$ cat config.mk
export PLATFORM = sky130hd
export DESIGN_NAME = lrfb_front
export DESIGN_NICKNAME = d
export VERILOG_FILES = /design/src/sv/lrfb_pkg.sv /design/src/sv/lrfb_front.sv
export SDC_FILE = /design/constraint.sdc
export NUM_CORES = 1
export LEC_CHECK = 0
export ABC_CLOCK_PERIOD_IN_PS = 6300
export BUFFER_PORTS_ARGS = -buffer_cell sky130_fd_sc_hd__buf_4
export CORE_ASPECT_RATIO = 1.25
export CORE_UTILIZATION = 40
export DETAILED_ROUTE_END_ITERATION = 10
export PLACE_DENSITY = 0.66
export SYNTH_ARGS = -nofsm -noshare
export SYNTH_HDL_FRONTEND = slang
export SYNTH_SLANG_ARGS = --single-unit
$ cat constraint.sdc
create_clock -name clk -period 6.3 [get_ports clk]
set_input_delay 1.575 -clock clk [delete_from_list [all_inputs] [get_ports clk]]
set_output_delay 1.575 -clock clk [all_outputs]
set_load 0.05 [all_outputs]
$ cat src/sv/lrfb_pkg.sv
// Shared constants, command codes and the queued command word of the line raster framebuffer.
// Used by the front end, the command queue, the back end, the top level and the checker.
`timescale 1ns / 1ps

package lrfb_pkg;

  // Framebuffer geometry.
  localparam int BUF_WIDTH  = 80;
  localparam int BUF_HEIGHT = 40;
  localparam int COL_W      = $clog2(BUF_WIDTH);
  localparam int ROW_W      = $clog2(BUF_HEIGHT);

  // Port field widths.
  localparam int OP_W    = 2;
  localparam int COORD_W = 12;
  localparam int RCOL_W  = 7;
  localparam int RROW_W  = 6;

  // Error term of the line walk, wide enough for the sum of both deltas.
  localparam int ERR_W = COORD_W + 2;

  // Command queue between the front end and the back end (power of two).
  localparam int QUEUE_DEPTH = 4;
  localparam int QUEUE_AW    = $clog2(QUEUE_DEPTH);

  // Operation codes on the input port.
  localparam logic [OP_W-1:0] OP_CLEAR = 2'd0;
  localparam logic [OP_W-1:0] OP_DRAW  = 2'd1;
  localparam logic [OP_W-1:0] OP_READ  = 2'd2;

  // Command kinds after classification. A read outside the buffer and the
  // unused operation code both become a plain no-op that returns zero.
  typedef enum logic [1:0] {
    CMD_NOP   = 2'd0,
    CMD_CLEAR = 2'd1,
    CMD_DRAW  = 2'd2,
    CMD_READ  = 2'd3
  } cmd_kind_t;

  typedef struct packed {
    cmd_kind_t                  kind;
    logic signed [COORD_W-1:0]  x0;
    logic signed [COORD_W-1:0]  y0;
    logic signed [COORD_W-1:0]  x1;
    logic signed [COORD_W-1:0]  y1;
    logic [COORD_W-1:0]         dx;
    logic [COORD_W-1:0]         dy;
    logic                       sx_neg;
    logic                       sy_neg;
    logic [COL_W-1:0]           col;
    logic [ROW_W-1:0]           row;
  } cmd_t;

endpackage

$ cat src/sv/lrfb_front.sv
// Front end: takes input words, classifies them and precomputes line deltas.
// Depends on lrfb_pkg; feeds lrfb_fifo.
`timescale 1ns / 1ps

module lrfb_front (
  input  logic                               clk,
  input  logic                               rst_n,
  input  logic                               in_valid,
  output logic                               in_stall,
  input  logic [lrfb_pkg::OP_W-1:0]          in_operation,
  input  logic signed [lrfb_pkg::COORD_W-1:0] in_start_x,
  input  logic signed [lrfb_pkg::COORD_W-1:0] in_start_y,
  input  logic signed [lrfb_pkg::COORD_W-1:0] in_end_x,
  input  logic signed [lrfb_pkg::COORD_W-1:0] in_end_y,
  input  logic [lrfb_pkg::RCOL_W-1:0]        in_read_column,
  input  logic [lrfb_pkg::RROW_W-1:0]        in_read_row,
  input  logic                               init_busy,
  input  logic                               q_full,
  output logic                               q_push,
  output lrfb_pkg::cmd_t                     q_wr_data
);
  import lrfb_pkg::*;

  logic                      fvalid_r, fvalid_nxt;
  cmd_t                      cmd_r, cmd_nxt;
  logic                      in_acc;
  logic signed [COORD_W:0]   diff_x, diff_y;
  logic [COORD_W:0]          abs_x, abs_y;

  assign q_push    = fvalid_r && !q_full;
  assign q_wr_data = cmd_r;
  assign in_stall  = init_busy || (fvalid_r && q_full);
  assign in_acc    = in_valid && !in_stall;

  assign diff_x = (COORD_W+1)'(in_end_x) - (COORD_W+1)'(in_start_x);
  assign diff_y = (COORD_W+1)'(in_end_y) - (COORD_W+1)'(in_start_y);
  assign abs_x  = diff_x[COORD_W] ? -diff_x : diff_x;
  assign abs_y  = diff_y[COORD_W] ? -diff_y : diff_y;

  always_comb begin
    cmd_nxt        = cmd_r;
    if (in_acc) begin
      cmd_nxt.x0     = in_start_x;
      cmd_nxt.y0     = in_start_y;
      cmd_nxt.x1     = in_end_x;
      cmd_nxt.y1     = in_end_y;
      cmd_nxt.dx     = abs_x[COORD_W-1:0];
      cmd_nxt.dy     = abs_y[COORD_W-1:0];
      cmd_nxt.sx_neg = !(in_start_x < in_end_x);
      cmd_nxt.sy_neg = !(in_start_y < in_end_y);
      cmd_nxt.col    = COL_W'(in_read_column);
      cmd_nxt.row    = ROW_W'(in_read_row);
      unique case (in_operation)
        OP_CLEAR: cmd_nxt.kind = CMD_CLEAR;
        OP_DRAW:  cmd_nxt.kind = CMD_DRAW;
        OP_READ: begin
          if ((32'(in_read_column) < BUF_WIDTH) && (32'(in_read_row) < BUF_HEIGHT)) begin
            cmd_nxt.kind = CMD_READ;
          end else begin
            cmd_nxt.kind = CMD_NOP;
          end
        end
        default:  cmd_nxt.kind = CMD_NOP;
      endcase
    end
  end

  always_comb begin
    if (in_acc) begin
      fvalid_nxt = 1'b1;
    end else if (q_push) begin
      fvalid_nxt = 1'b0;
    end else begin
      fvalid_nxt = fvalid_r;
    end
  end

  always_ff @(posedge clk) begin
    if (!rst_n) begin
      fvalid_r <= 1'b0;
    end else begin
      fvalid_r <= fvalid_nxt;
    end
  end

  always_ff @(posedge clk) begin
    cmd_r <= cmd_nxt;
  end

endmodule

==> flow_metrics.py, run 1 <==
metrics = {
    "setup_path": {
        "required_ns": 6.36,
        "cp.arrival_ns": 4.48,
        "critPathKind": "in2reg",
        "crit_fanout": 12,
        "cp-end-kind": "flop",
        "crit_path_start_kind": "input port",
    },
    "yosys": {
        "syn-num-nets": 465,
        "syn_area_um2": 4656,
        "synth_largest_area_cell": "edfxtp_1",
        "ys_seq_elements": 90,
        "synth_edf_count": 89,
        "synth_top_area_share_pct": 57.40,
        "yosysSeqAreaShare_pct": 57.83,
        "synth_ff_type": "edfxtp_1",
        "ys_top_cells_by_area": "edfxtp_1, ha_1, xnor2_1",
        "ys_types": 64,
        "synthArstFlopShare_pct": 0,
        "syn_area_per_cell_um2": 12.69,
        "synth_cells": 367,
        "yosysWarnings": 0,
    },
    "cts": {
        "postCtsSetupBuffers": 0,
        "cts_buffers": 9,
        "clockBufferDepth": 2,
        "tritoncts": "yes",
        "cts_num_sinks": 90,
        "cts_root_buf": "clkbuf_16",
        "clock_latency_ns": 0.33,
        "post_cts_resized": 0,
        "clkTransAtPathRegs_ns": 0.06,
        "cts_hold_buf": 0,
        "htreeDepth": 3,
    },
    "routing": {
        "via_count": 3473,
        "routed_via_density": 5.191,
        "wl_per_cell_um": 15.27,
        "wl_um": 10220,
        "remaining_drc_errors": 11,
        "ant_nets": 0,
        "drtIter0Drc": 103,
        "drt_first_pass_iters": 10,
    },
    "run_status": {
        "status": "finished with violations",
        "violations": "design-rule violations",
    },
    "cells_and_area": {
        "nNetsFinal": 627,
        "drive_above_1_share_pct": 35.02,
        "fin_util_pct": 56.25,
        "antennaDiodeCount": 0,
        "fillerInstances": 980,
        "area_growth_pct": 35.21,
    },
    "floorplan": {
        "fp.dieH_um": 122.6,
        "initial_core_util_pct": 41.60,
        "die_w_um": 98.50,
        "die-area_um2": 12080,
        "core_area_um2": 11190,
        "io_pins": 159,
        "rows": 43,
    },
    "timing": {
        "hold_viol_final": 0,
        "final.setup.tns_ns": 0,
        "min_period_over_period_pct": 70.17,
        "setup_violations": 0,
        "worst_slew_pin_slew_ns": 1.256,
        "drv_slew": 0,
        "relSlewSlack_pct": 15.41,
        "max_freq_ghz": 0.2262,
        "fin_skew_ns": 0.003842,
        "min_period_ns": 4.421,
        "rsz0062_at_grt": "false",
    },
    "placement": {
        "portBuffers": 158,
        "gp_congestion": 0.8055,
        "dpl.hpwl_um": 7856,
    },
    "grt": {
        "first_global_vias": 3409,
        "grt_pass1_wl_um": 15970,
        "grt_overflow": 0,
        "antenna_found_initial": 0,
        "grt_use_total_pct": 17.22,
        "grt_max_degree": 91,
    },
    "power": {
        "p_per_area_nw_per_um2": 280.6,
        "ir_drop_mv": 0.1112,
        "p_leak_nw": 2.656,
    },
    "run": {
        "max-cap-violations": 0,
    },
    "worst_hold_path": {
        "hold_class": "reg2reg",
    },
}
## cell usage after synthesis (2+ instances only)
library cell	number
o31ai_1	5
nand2_1	15
a32oi_1	2
nor2_1	16
nand4_1	3
nand3b_1	2
xnor2_1	22
nand3_1	8
nor3_1	3
a41oi_1	2
edfxtp_1	89
o41ai_2	2
buf_2	2
o41ai_1	3
fa_1	2
clkbuf_1	3
and3_1	3
or2_2	3
a211oi_1	3
or3_1	3
a21o_1	12
and2_1	4
nand2b_1	2
o21a_1	2
xor2_1	11
a21oi_1	19
o21ai_0	16
mux2i_1	3
inv_1	36
and4_1	2
ha_1	28
nor2b_1	9
## cell usage in the layout (no fill, tap or decap), types with 3 or more instances in the layout
master      netlist  layout
nor2_1           16      16
buf_4             0     158
nand2_1          15      15
or3_1             3       3
edfxtp_1         89      89
xor2_1           11      11
or2_2             3       3
nor3_1            3       3
ha_1             28      28
xnor2_1          22      22
a21o_1           12      12
inv_1            36      36
and3_1            3       3
clkinvlp_4        0       4
o41ai_1           3       3
nand3_1           8       8
mux2i_1           3       3
nand4_1           3       3
o31ai_1           5       5
o21ai_0          16      16
nor2b_1           9       9
clkbuf_16         0       9
a211oi_1          3       3
a21oi_1          19      19
and2_1            4       3
## metal layers
layer  vias to the layer above  global-route usage [%]  part of all wire, %
met4                         0                   7.463                  1.8
met2                       111                   33.71                   57
met1                      1647                   17.34                   36
met5                         -                       0                    0
met3                        14                   3.929                  5.1
li1                       1701                       -                    -
## per-stage QoR
| stage | power [mW] | worst slack (ns) | std cells | cell area [µm²] | hold slack [ns] |
|---|---|---|---|---|---|
| 3_5_place_dp | 1.215 | 1.570 | 653 | 5976 | 0.5204 |
| 6_report | 1.766 | 1.879 | 669 | 6295 | 0.5298 |
| 3_3_place_gp | 1.205 | 1.713 | 653 | 5976 | 0.5104 |
| 4_1_cts | 1.784 | 1.926 | 669 | 6295 | 0.5307 |
| 5_1_grt | 1.847 | 1.691 | 669 | 6295 | 0.5621 |
| 2_1_floorplan | 1.079 | 1.993 | 367 | 4656 | 0.4931 |
## final timing paths
kind | cells after the start | end | slack, ns | startpoint
hold / removal | 2 | fvalid_r | 0.53 | fvalid_r
setup reg to reg | 2 | q_wr_data[83] | 4.47 | fvalid_r
hold reg to reg | 2 | fvalid_r | 0.53 | fvalid_r
setup / recovery | 12 | q_wr_data[22] | 1.88 | in_end_y[0]
## power breakdown
group          switching [mW]  internal, mW
registers             0.00980         0.716
clock network           0.218         0.346
logic                   0.303         0.174
total                   0.531          1.24
## registers in the layout, indices dropped and copies added, names as in the netlist
signal / count
fvalid_r: 1
q_wr_data: 89
## cell families (layout without fill, tap and decap cells)
logic type	after synthesis	in the layout	synth area share [%]
xor+xnor	33	33	6.208
flops	90	90	57.83
buf+inv	44	211	3.789
mux	4	4	0.8869
compound gates	89	89	14.22
fa+ha+maj	30	30	8.385
simple gates	77	77	8.681
## layout make-up
type                       count  area (µm²)  area share (%)
clock buffer                   9       225.2           3.578
clock inverter                 7       93.84           1.491
inverter                      37       138.9           2.206
multi-input combinational    233        1789           28.42
sequential                    90        2693           42.77
tap                          135       168.9           2.683
timing repair buffer         158        1186           18.84
## critical path, stage by stage
cell and delay [ns]:
buf_4 0.11, inv_1 0.04, ha_1 0.15, inv_1 0.05, fa_1 0.39, a21o_1 0.21
a221o_1 0.32, nand2_1 0.11, nor2_1 0.05, o21ai_0 0.97, o21ai_0 0.29, xnor2_1 0.20
No activity file was read; power rests on OpenSTA's default activity.
==> inputs of run 2 (changes only) <==
--- a/config.mk
+++ b/config.mk
@@ -5,12 +5,12 @@
 export SDC_FILE = /design/constraint.sdc
 export NUM_CORES = 1
 export LEC_CHECK = 0
-export ABC_CLOCK_PERIOD_IN_PS = 6300
+export ABC_CLOCK_PERIOD_IN_PS = 3890
 export BUFFER_PORTS_ARGS = -buffer_cell sky130_fd_sc_hd__buf_4
 export CORE_ASPECT_RATIO = 1.25
 export CORE_UTILIZATION = 40
 export DETAILED_ROUTE_END_ITERATION = 10
-export PLACE_DENSITY = 0.66
+export PLACE_DENSITY = 0.69
 export SYNTH_ARGS = -nofsm -noshare
 export SYNTH_HDL_FRONTEND = slang
 export SYNTH_SLANG_ARGS = --single-unit
==> constraint.sdc (replaced) <==
create_clock -name clk -period 3.89 [get_ports clk]
set_input_delay 0.9725 -clock clk [delete_from_list [all_inputs] [get_ports clk]]
set_output_delay 0.9725 -clock clk [all_outputs]
set_load 0.05 [all_outputs]
==> run 2 against run 1 <==
  * The run still ends with design-rule violations left
  * Wire length up 0.13%
  * Sequential power up 61%
  * Flip-flop and latch count unchanged
  * First-iteration DRC count down 11%
  * Clock skew up 0.0052 ns
  * Final area about the same
  * Non-clock buffer count up 5
  * Via count up 1.5%
  * Final cell count up 0.75%
  * Power up 56%
  * Largest power group unchanged
==> flow_metrics.py, run 2 (synthesis results as in run 1) <==
metrics = {
    "run_status": {
        "status": "finished with violations",
        "violations": "design-rule violations",
    },
    "grt": {
        "grt_use_total_pct": 17.05,
        "grt_overflow": 0,
        "grt_pass1_wl_um": 15810,
        "grt_max_degree": 53,
        "first_global_vias": 3410,
        "antenna_found_initial": 0,
    },
    "timing": {
        "drv_slew": 0,
        "fin_ws_ns": 0.5837,
        "relSlewSlack_pct": 47.84,
        "worst_slew_pin_slew_ns": 0.7790,
        "setup_violations": 0,
        "min_period_ns": 3.306,
        "min_period_over_period_pct": 84.99,
        "hold_viol_final": 0,
        "fin_skew_ns": 0.009007,
        "max_freq_ghz": 0.3025,
        "rsz0062_at_grt": "false",
        "final.setup.tns_ns": 0,
        "holdWs_ns": 0.5378,
    },
    "cts": {
        "tritoncts": "yes",
        "post_cts_resized": 0,
        "clock_latency_ns": 0.34,
        "cts_hold_buf": 0,
        "cts_num_sinks": 90,
        "clkTransAtPathRegs_ns": 0.07,
        "postCtsSetupBuffers": 0,
        "cts_buffers": 9,
        "clockBufferDepth": 2,
        "cts_root_buf": "clkbuf_16",
        "htreeDepth": 3,
    },
    "placement": {
        "dpl.hpwl_um": 7979,
        "portBuffers": 158,
        "dp_slack_ns": 0.2563,
        "dpl_cell_area_um2": 6026,
        "gp_congestion": 0.8628,
    },
    "routing": {
        "ant_nets": 0,
        "wl_um": 10230,
        "via_count": 3525,
        "remaining_drc_errors": 12,
        "drt_first_pass_iters": 7,
        "wl_per_cell_um": 15.18,
        "routed_via_density": 5.230,
        "drtIter0Drc": 92,
    },
    "setup_path": {
        "crit_path_start_kind": "input port",
        "crit_fanout": 3,
        "cp.arrival_ns": 3.39,
        "path_cells": "buf_4 -> inv_1 -> ha_1 -> inv_1 -> fa_1 -> a21o_1 -> a221oi_2 -> xnor2_1 -> a2111oi_4 -> and2_1 -> a41oi_1 -> xnor2_1",
        "critPathKind": "in2reg",
        "required_ns": 3.98,
        "cp-end-kind": "flop",
        "critPathSlowestCell": "fa_1",
        "cp_slowest_stage_delay_ns": 0.40,
    },
    "worst_hold_path": {
        "hold_class": "reg2reg",
    },
    "floorplan": {
        "rows": 43,
        "io_pins": 159,
        "core_area_um2": 11190,
        "initial_core_util_pct": 41.60,
        "die-area_um2": 12080,
        "die_w_um": 98.50,
        "fp.dieH_um": 122.6,
    },
    "cells_and_area": {
        "drive_above_1_share_pct": 35.62,
        "area_growth_pct": 35.26,
        "nNetsFinal": 632,
        "largest_reg_flops": 89,
        "antennaDiodeCount": 0,
        "final_common_cell": "buf_4",
        "stdcell_area_um2": 6297,
        "final_cell_mix": "buf_4, edfxtp_1, inv_1",
    },
    "power": {
        "power.total_mw": 2.749,
        "p_per_area_nw_per_um2": 436.6,
        "ir_drop_mv": 0.2120,
        "p_leak_nw": 2.671,
    },
    "run": {
        "max-cap-violations": 0,
    },
}
[run 2: changes by cell type in the layout (fill, tap and decap cells not counted), sizes merged]
cell | previous run | this run
buf | 158 | 163
bufinv | 2 | 0
clkinv | 2 | 6
clkinvlp | 4 | 2
[run 2: worst paths after layout]
path | startpoint | to | slack (ns) | cells past startpoint
setup / recovery | in_end_x[0] | q_wr_data[37] | 0.58 | 12
hold / removal | fvalid_r | fvalid_r | 0.54 | 2
setup reg to reg | fvalid_r | q_wr_data[87] | 2.18 | 3
hold reg to reg | fvalid_r | fvalid_r | 0.54 | 2
[run 2: cell type report]
| class | count | area (µm²) |
|---|---|---|
| clock buffer | 9 | 225.2 |
| clock inverter | 7 | 46.29 |
| fill | 967 | 4893 |
| inverter | 37 | 138.9 |
| multi-input combinational | 233 | 1789 |
| sequential | 90 | 2693 |
| tap | 135 | 168.9 |
| timing repair buffer | 163 | 1236 |
[run 2: per-stage QoR]
step | instances | util [%]
floorplan | 367 | -
global placement | 658 | 53.85
detailed placement | 658 | 53.85
CTS | 674 | 56.27
global route | 674 | 56.27
finish | 674 | 56.27
[run 2: power breakdown]
part | internal [mW] | switching [mW]
Sequential | 1.16 | 0.0149
Clock | 0.430 | 0.361
Combinational | 0.291 | 0.495
[run 2: critical path, delay by kind of cell]
family	cells	cell delay (ns)
xor gates and xnor gates	2	0.36
buffers and inverters	3	0.23
and+or+nand+nor	1	0.20
AOI/OAI and AO/OA	4	1.06
adders and majority gates	2	0.57
[run 2: routing by layer]
metal	GRT usage [%]	part of all wire (%)	vias up	routed length (µm)
met5	0	0	-	0
met4	7.649	2.3	0	239
met3	4.328	5.9	18	601
met2	33.05	56	124	5728
met1	17.08	36	1671	3659
li1	-	-	1712	-
==> inputs of run 3 (changes only) <==
--- a/config.mk
+++ b/config.mk
@@ -5,7 +5,7 @@
 export SDC_FILE = /design/constraint.sdc
 export NUM_CORES = 1
 export LEC_CHECK = 0
-export ABC_CLOCK_PERIOD_IN_PS = 3890
+export ABC_CLOCK_PERIOD_IN_PS = 2800
 export BUFFER_PORTS_ARGS = -buffer_cell sky130_fd_sc_hd__buf_4
 export CORE_ASPECT_RATIO = 1.25
 export CORE_UTILIZATION = 40
==> constraint.sdc (replaced) <==
create_clock -name clk -period 2.8 [get_ports clk]
set_input_delay 0.7 -clock clk [delete_from_list [all_inputs] [get_ports clk]]
set_output_delay 0.7 -clock clk [all_outputs]
set_load 0.05 [all_outputs]
==> run 3 against run 2 <==
  * The flow still finishes with violations (design-rule violations)
  * Count of clock-buffer cells in the layout unchanged
  * Via count rose by 5.7%
  * Setup slack got worse by 0.56 ns
  * Final area is 9.4% higher
  * Critical path type unchanged
  * Critical endpoint is now q_wr_data[38]
  * Highest routed layer unchanged
==> flow_metrics.py, run 3 (synthesis results as in run 1) <==
metrics = {
    "setup_path": {
        "crit_fanout": 3,
        "crit_path_start_kind": "input port",
        "rr_worst_depth": 3,
        "critPathKind": "in2reg",
        "cp.arrival_ns": 2.87,
        "required_ns": 2.89,
        "cp-end-kind": "flop",
        "r2r_slack_ns": 1.31,
        "worstReg2RegEnd": "q_wr_data[65]",
        "rr_startpoint": "fvalid_r",
    },
    "floorplan": {
        "rows": 43,
        "die_w_um": 98.50,
        "die-area_um2": 12080,
        "io_pins": 159,
        "fp.dieH_um": 122.6,
        "core_area_um2": 11190,
        "initial_core_util_pct": 41.60,
    },
    "grt": {
        "grt_use_total_pct": 18.23,
        "grt_pass1_wl_um": 16990,
        "first_global_vias": 3729,
        "antenna_found_initial": 0,
        "grt_overflow": 0,
        "grt_max_degree": 91,
    },
    "cells_and_area": {
        "stdcell_area_um2": 6892,
        "final_common_cell": "buf_4",
        "final_cell_mix": "buf_4, edfxtp_1, inv_1",
        "multiInputGateArea_um2": 1932,
        "seqCellArea_um2": 2693,
        "antennaDiodeCount": 0,
        "largest_reg_flops": 89,
        "drive_above_1_share_pct": 45.90,
        "area_growth_pct": 48.02,
        "fillerInstances": 892,
        "nNetsFinal": 690,
    },
    "worst_hold_path": {
        "hold_depth": 1,
        "min_to": "q_wr_data[9]",
        "min_from": "in_read_column[3]",
        "hold_class": "in2reg",
    },
    "timing": {
        "worst_slew_pin_slew_ns": 0.4888,
        "max_freq_ghz": 0.3604,
        "min_period_over_period_pct": 99.10,
        "setup_violations": 0,
        "holdWs_ns": 0.5301,
        "min_period_ns": 2.775,
        "drv_slew": 0,
        "relSlewSlack_pct": 67.41,
        "rsz0062_at_grt": "true",
        "fin_ws_ns": 0.02525,
        "fin_skew_ns": 0.004992,
        "hold_viol_final": 0,
    },
    "routing": {
        "ant_nets": 0,
        "wl_um": 10890,
        "wl_per_cell_um": 14.88,
        "routed_via_density": 5.089,
        "drt_first_pass_iters": 9,
        "remaining_drc_errors": 9,
        "drtIter0Drc": 144,
        "via_count": 3725,
    },
    "cts": {
        "cts_buffers": 9,
        "cts_hold_buf": 0,
        "cts_num_sinks": 90,
        "clock_latency_ns": 0.35,
        "htreeDepth": 3,
        "clkTransAtPathRegs_ns": 0.07,
        "clockBufferDepth": 2,
        "tritoncts": "yes",
        "cts_root_buf": "clkbuf_16",
    },
    "run_status": {
        "status": "finished with violations",
        "violations": "design-rule violations",
    },
    "placement": {
        "gp_congestion": 0.8700,
        "dpl.hpwl_um": 8392,
        "portBuffers": 158,
        "dpl_cell_area_um2": 6543,
        "dp_slack_ns": -0.3881,
    },
    "power": {
        "p_leak_nw": 2.990,
        "ir_drop_mv": 0.3024,
        "p_per_area_nw_per_um2": 588.6,
        "power.total_mw": 4.056,
    },
    "run": {
        "max-cap-violations": 0,
    },
}
-- run 3: how the worst max path moves through the flow --
stage / start / to / slack (ns)
after detailed placement: in_start_y[1] / q_wr_data[26] / -0.39
after global placement: in_start_y[1] / q_wr_data[26] / -0.31
after CTS: in_start_y[1] / q_wr_data[26] / 0.03
after floorplan: in_start_x[1] / q_wr_data[38] / -0.03
final: in_end_x[0] / q_wr_data[38] / 0.03
after global routing: in_end_x[0] / q_wr_data[38] / -0.05
-- run 3: layout make-up --
type                            count  area share, %
Timing Repair Buffer              221          24.36
Sequential cell                    90          39.07
Clock buffer                        9          3.268
Inverter                           37          2.052
Tap cell                          135          2.451
Clock inverter                      7         0.7625
Multi-Input combinational cell    233          28.03
-- run 3: report_power, final --
group,total [mW],switching (mW),internal (mW)
registers,1.63,0.0228,1.61
clock network,1.14,0.528,0.609
logic,1.29,0.737,0.551
total,4.06,1.29,2.77
-- run 3: metal layers --
| metal | track usage, % | up-vias | part of all wire, % |
|---|---|---|---|
| met3 | 4.100 | 19 | 5.3 |
| met5 | 0 | - | 0 |
| met4 | 8.489 | 0 | 2.6 |
| met1 | 18.31 | 1765 | 35 |
| met2 | 35.52 | 117 | 57 |
| li1 | - | 1824 | - |
-- run 3: worst max-delay path, stage by stage --
cell and delay, ns:
buf_8 0.10, inv_4 0.04, ha_4 0.12, inv_2 0.04
fa_2 0.35, a21o_4 0.24, a221oi_4 0.33, xnor2_2 0.13
a2111oi_4 0.34, and4_1 0.26, a31o_2 0.17, xnor2_1 0.06
-- run 3: repair_timing --
item                                    CTS  global route
resized for setup                         1            13
endpoints found under the setup margin    1            19
pin swaps                                 0            13
buffers inserted                          0             2
-- run 3: per-stage QoR --
| step | setup TNS, ns | std cells | util, % |
|---|---|---|---|
| after floorplan | -0.05739 | 367 | - |
| after global placement | -4.490 | 714 | 58.46 |
| after detailed placement | -5.678 | 714 | 58.46 |
| after CTS | 0 | 730 | 60.96 |
| after global routing | -0.07296 | 732 | 61.58 |
| final | 0 | 732 | 61.58 |
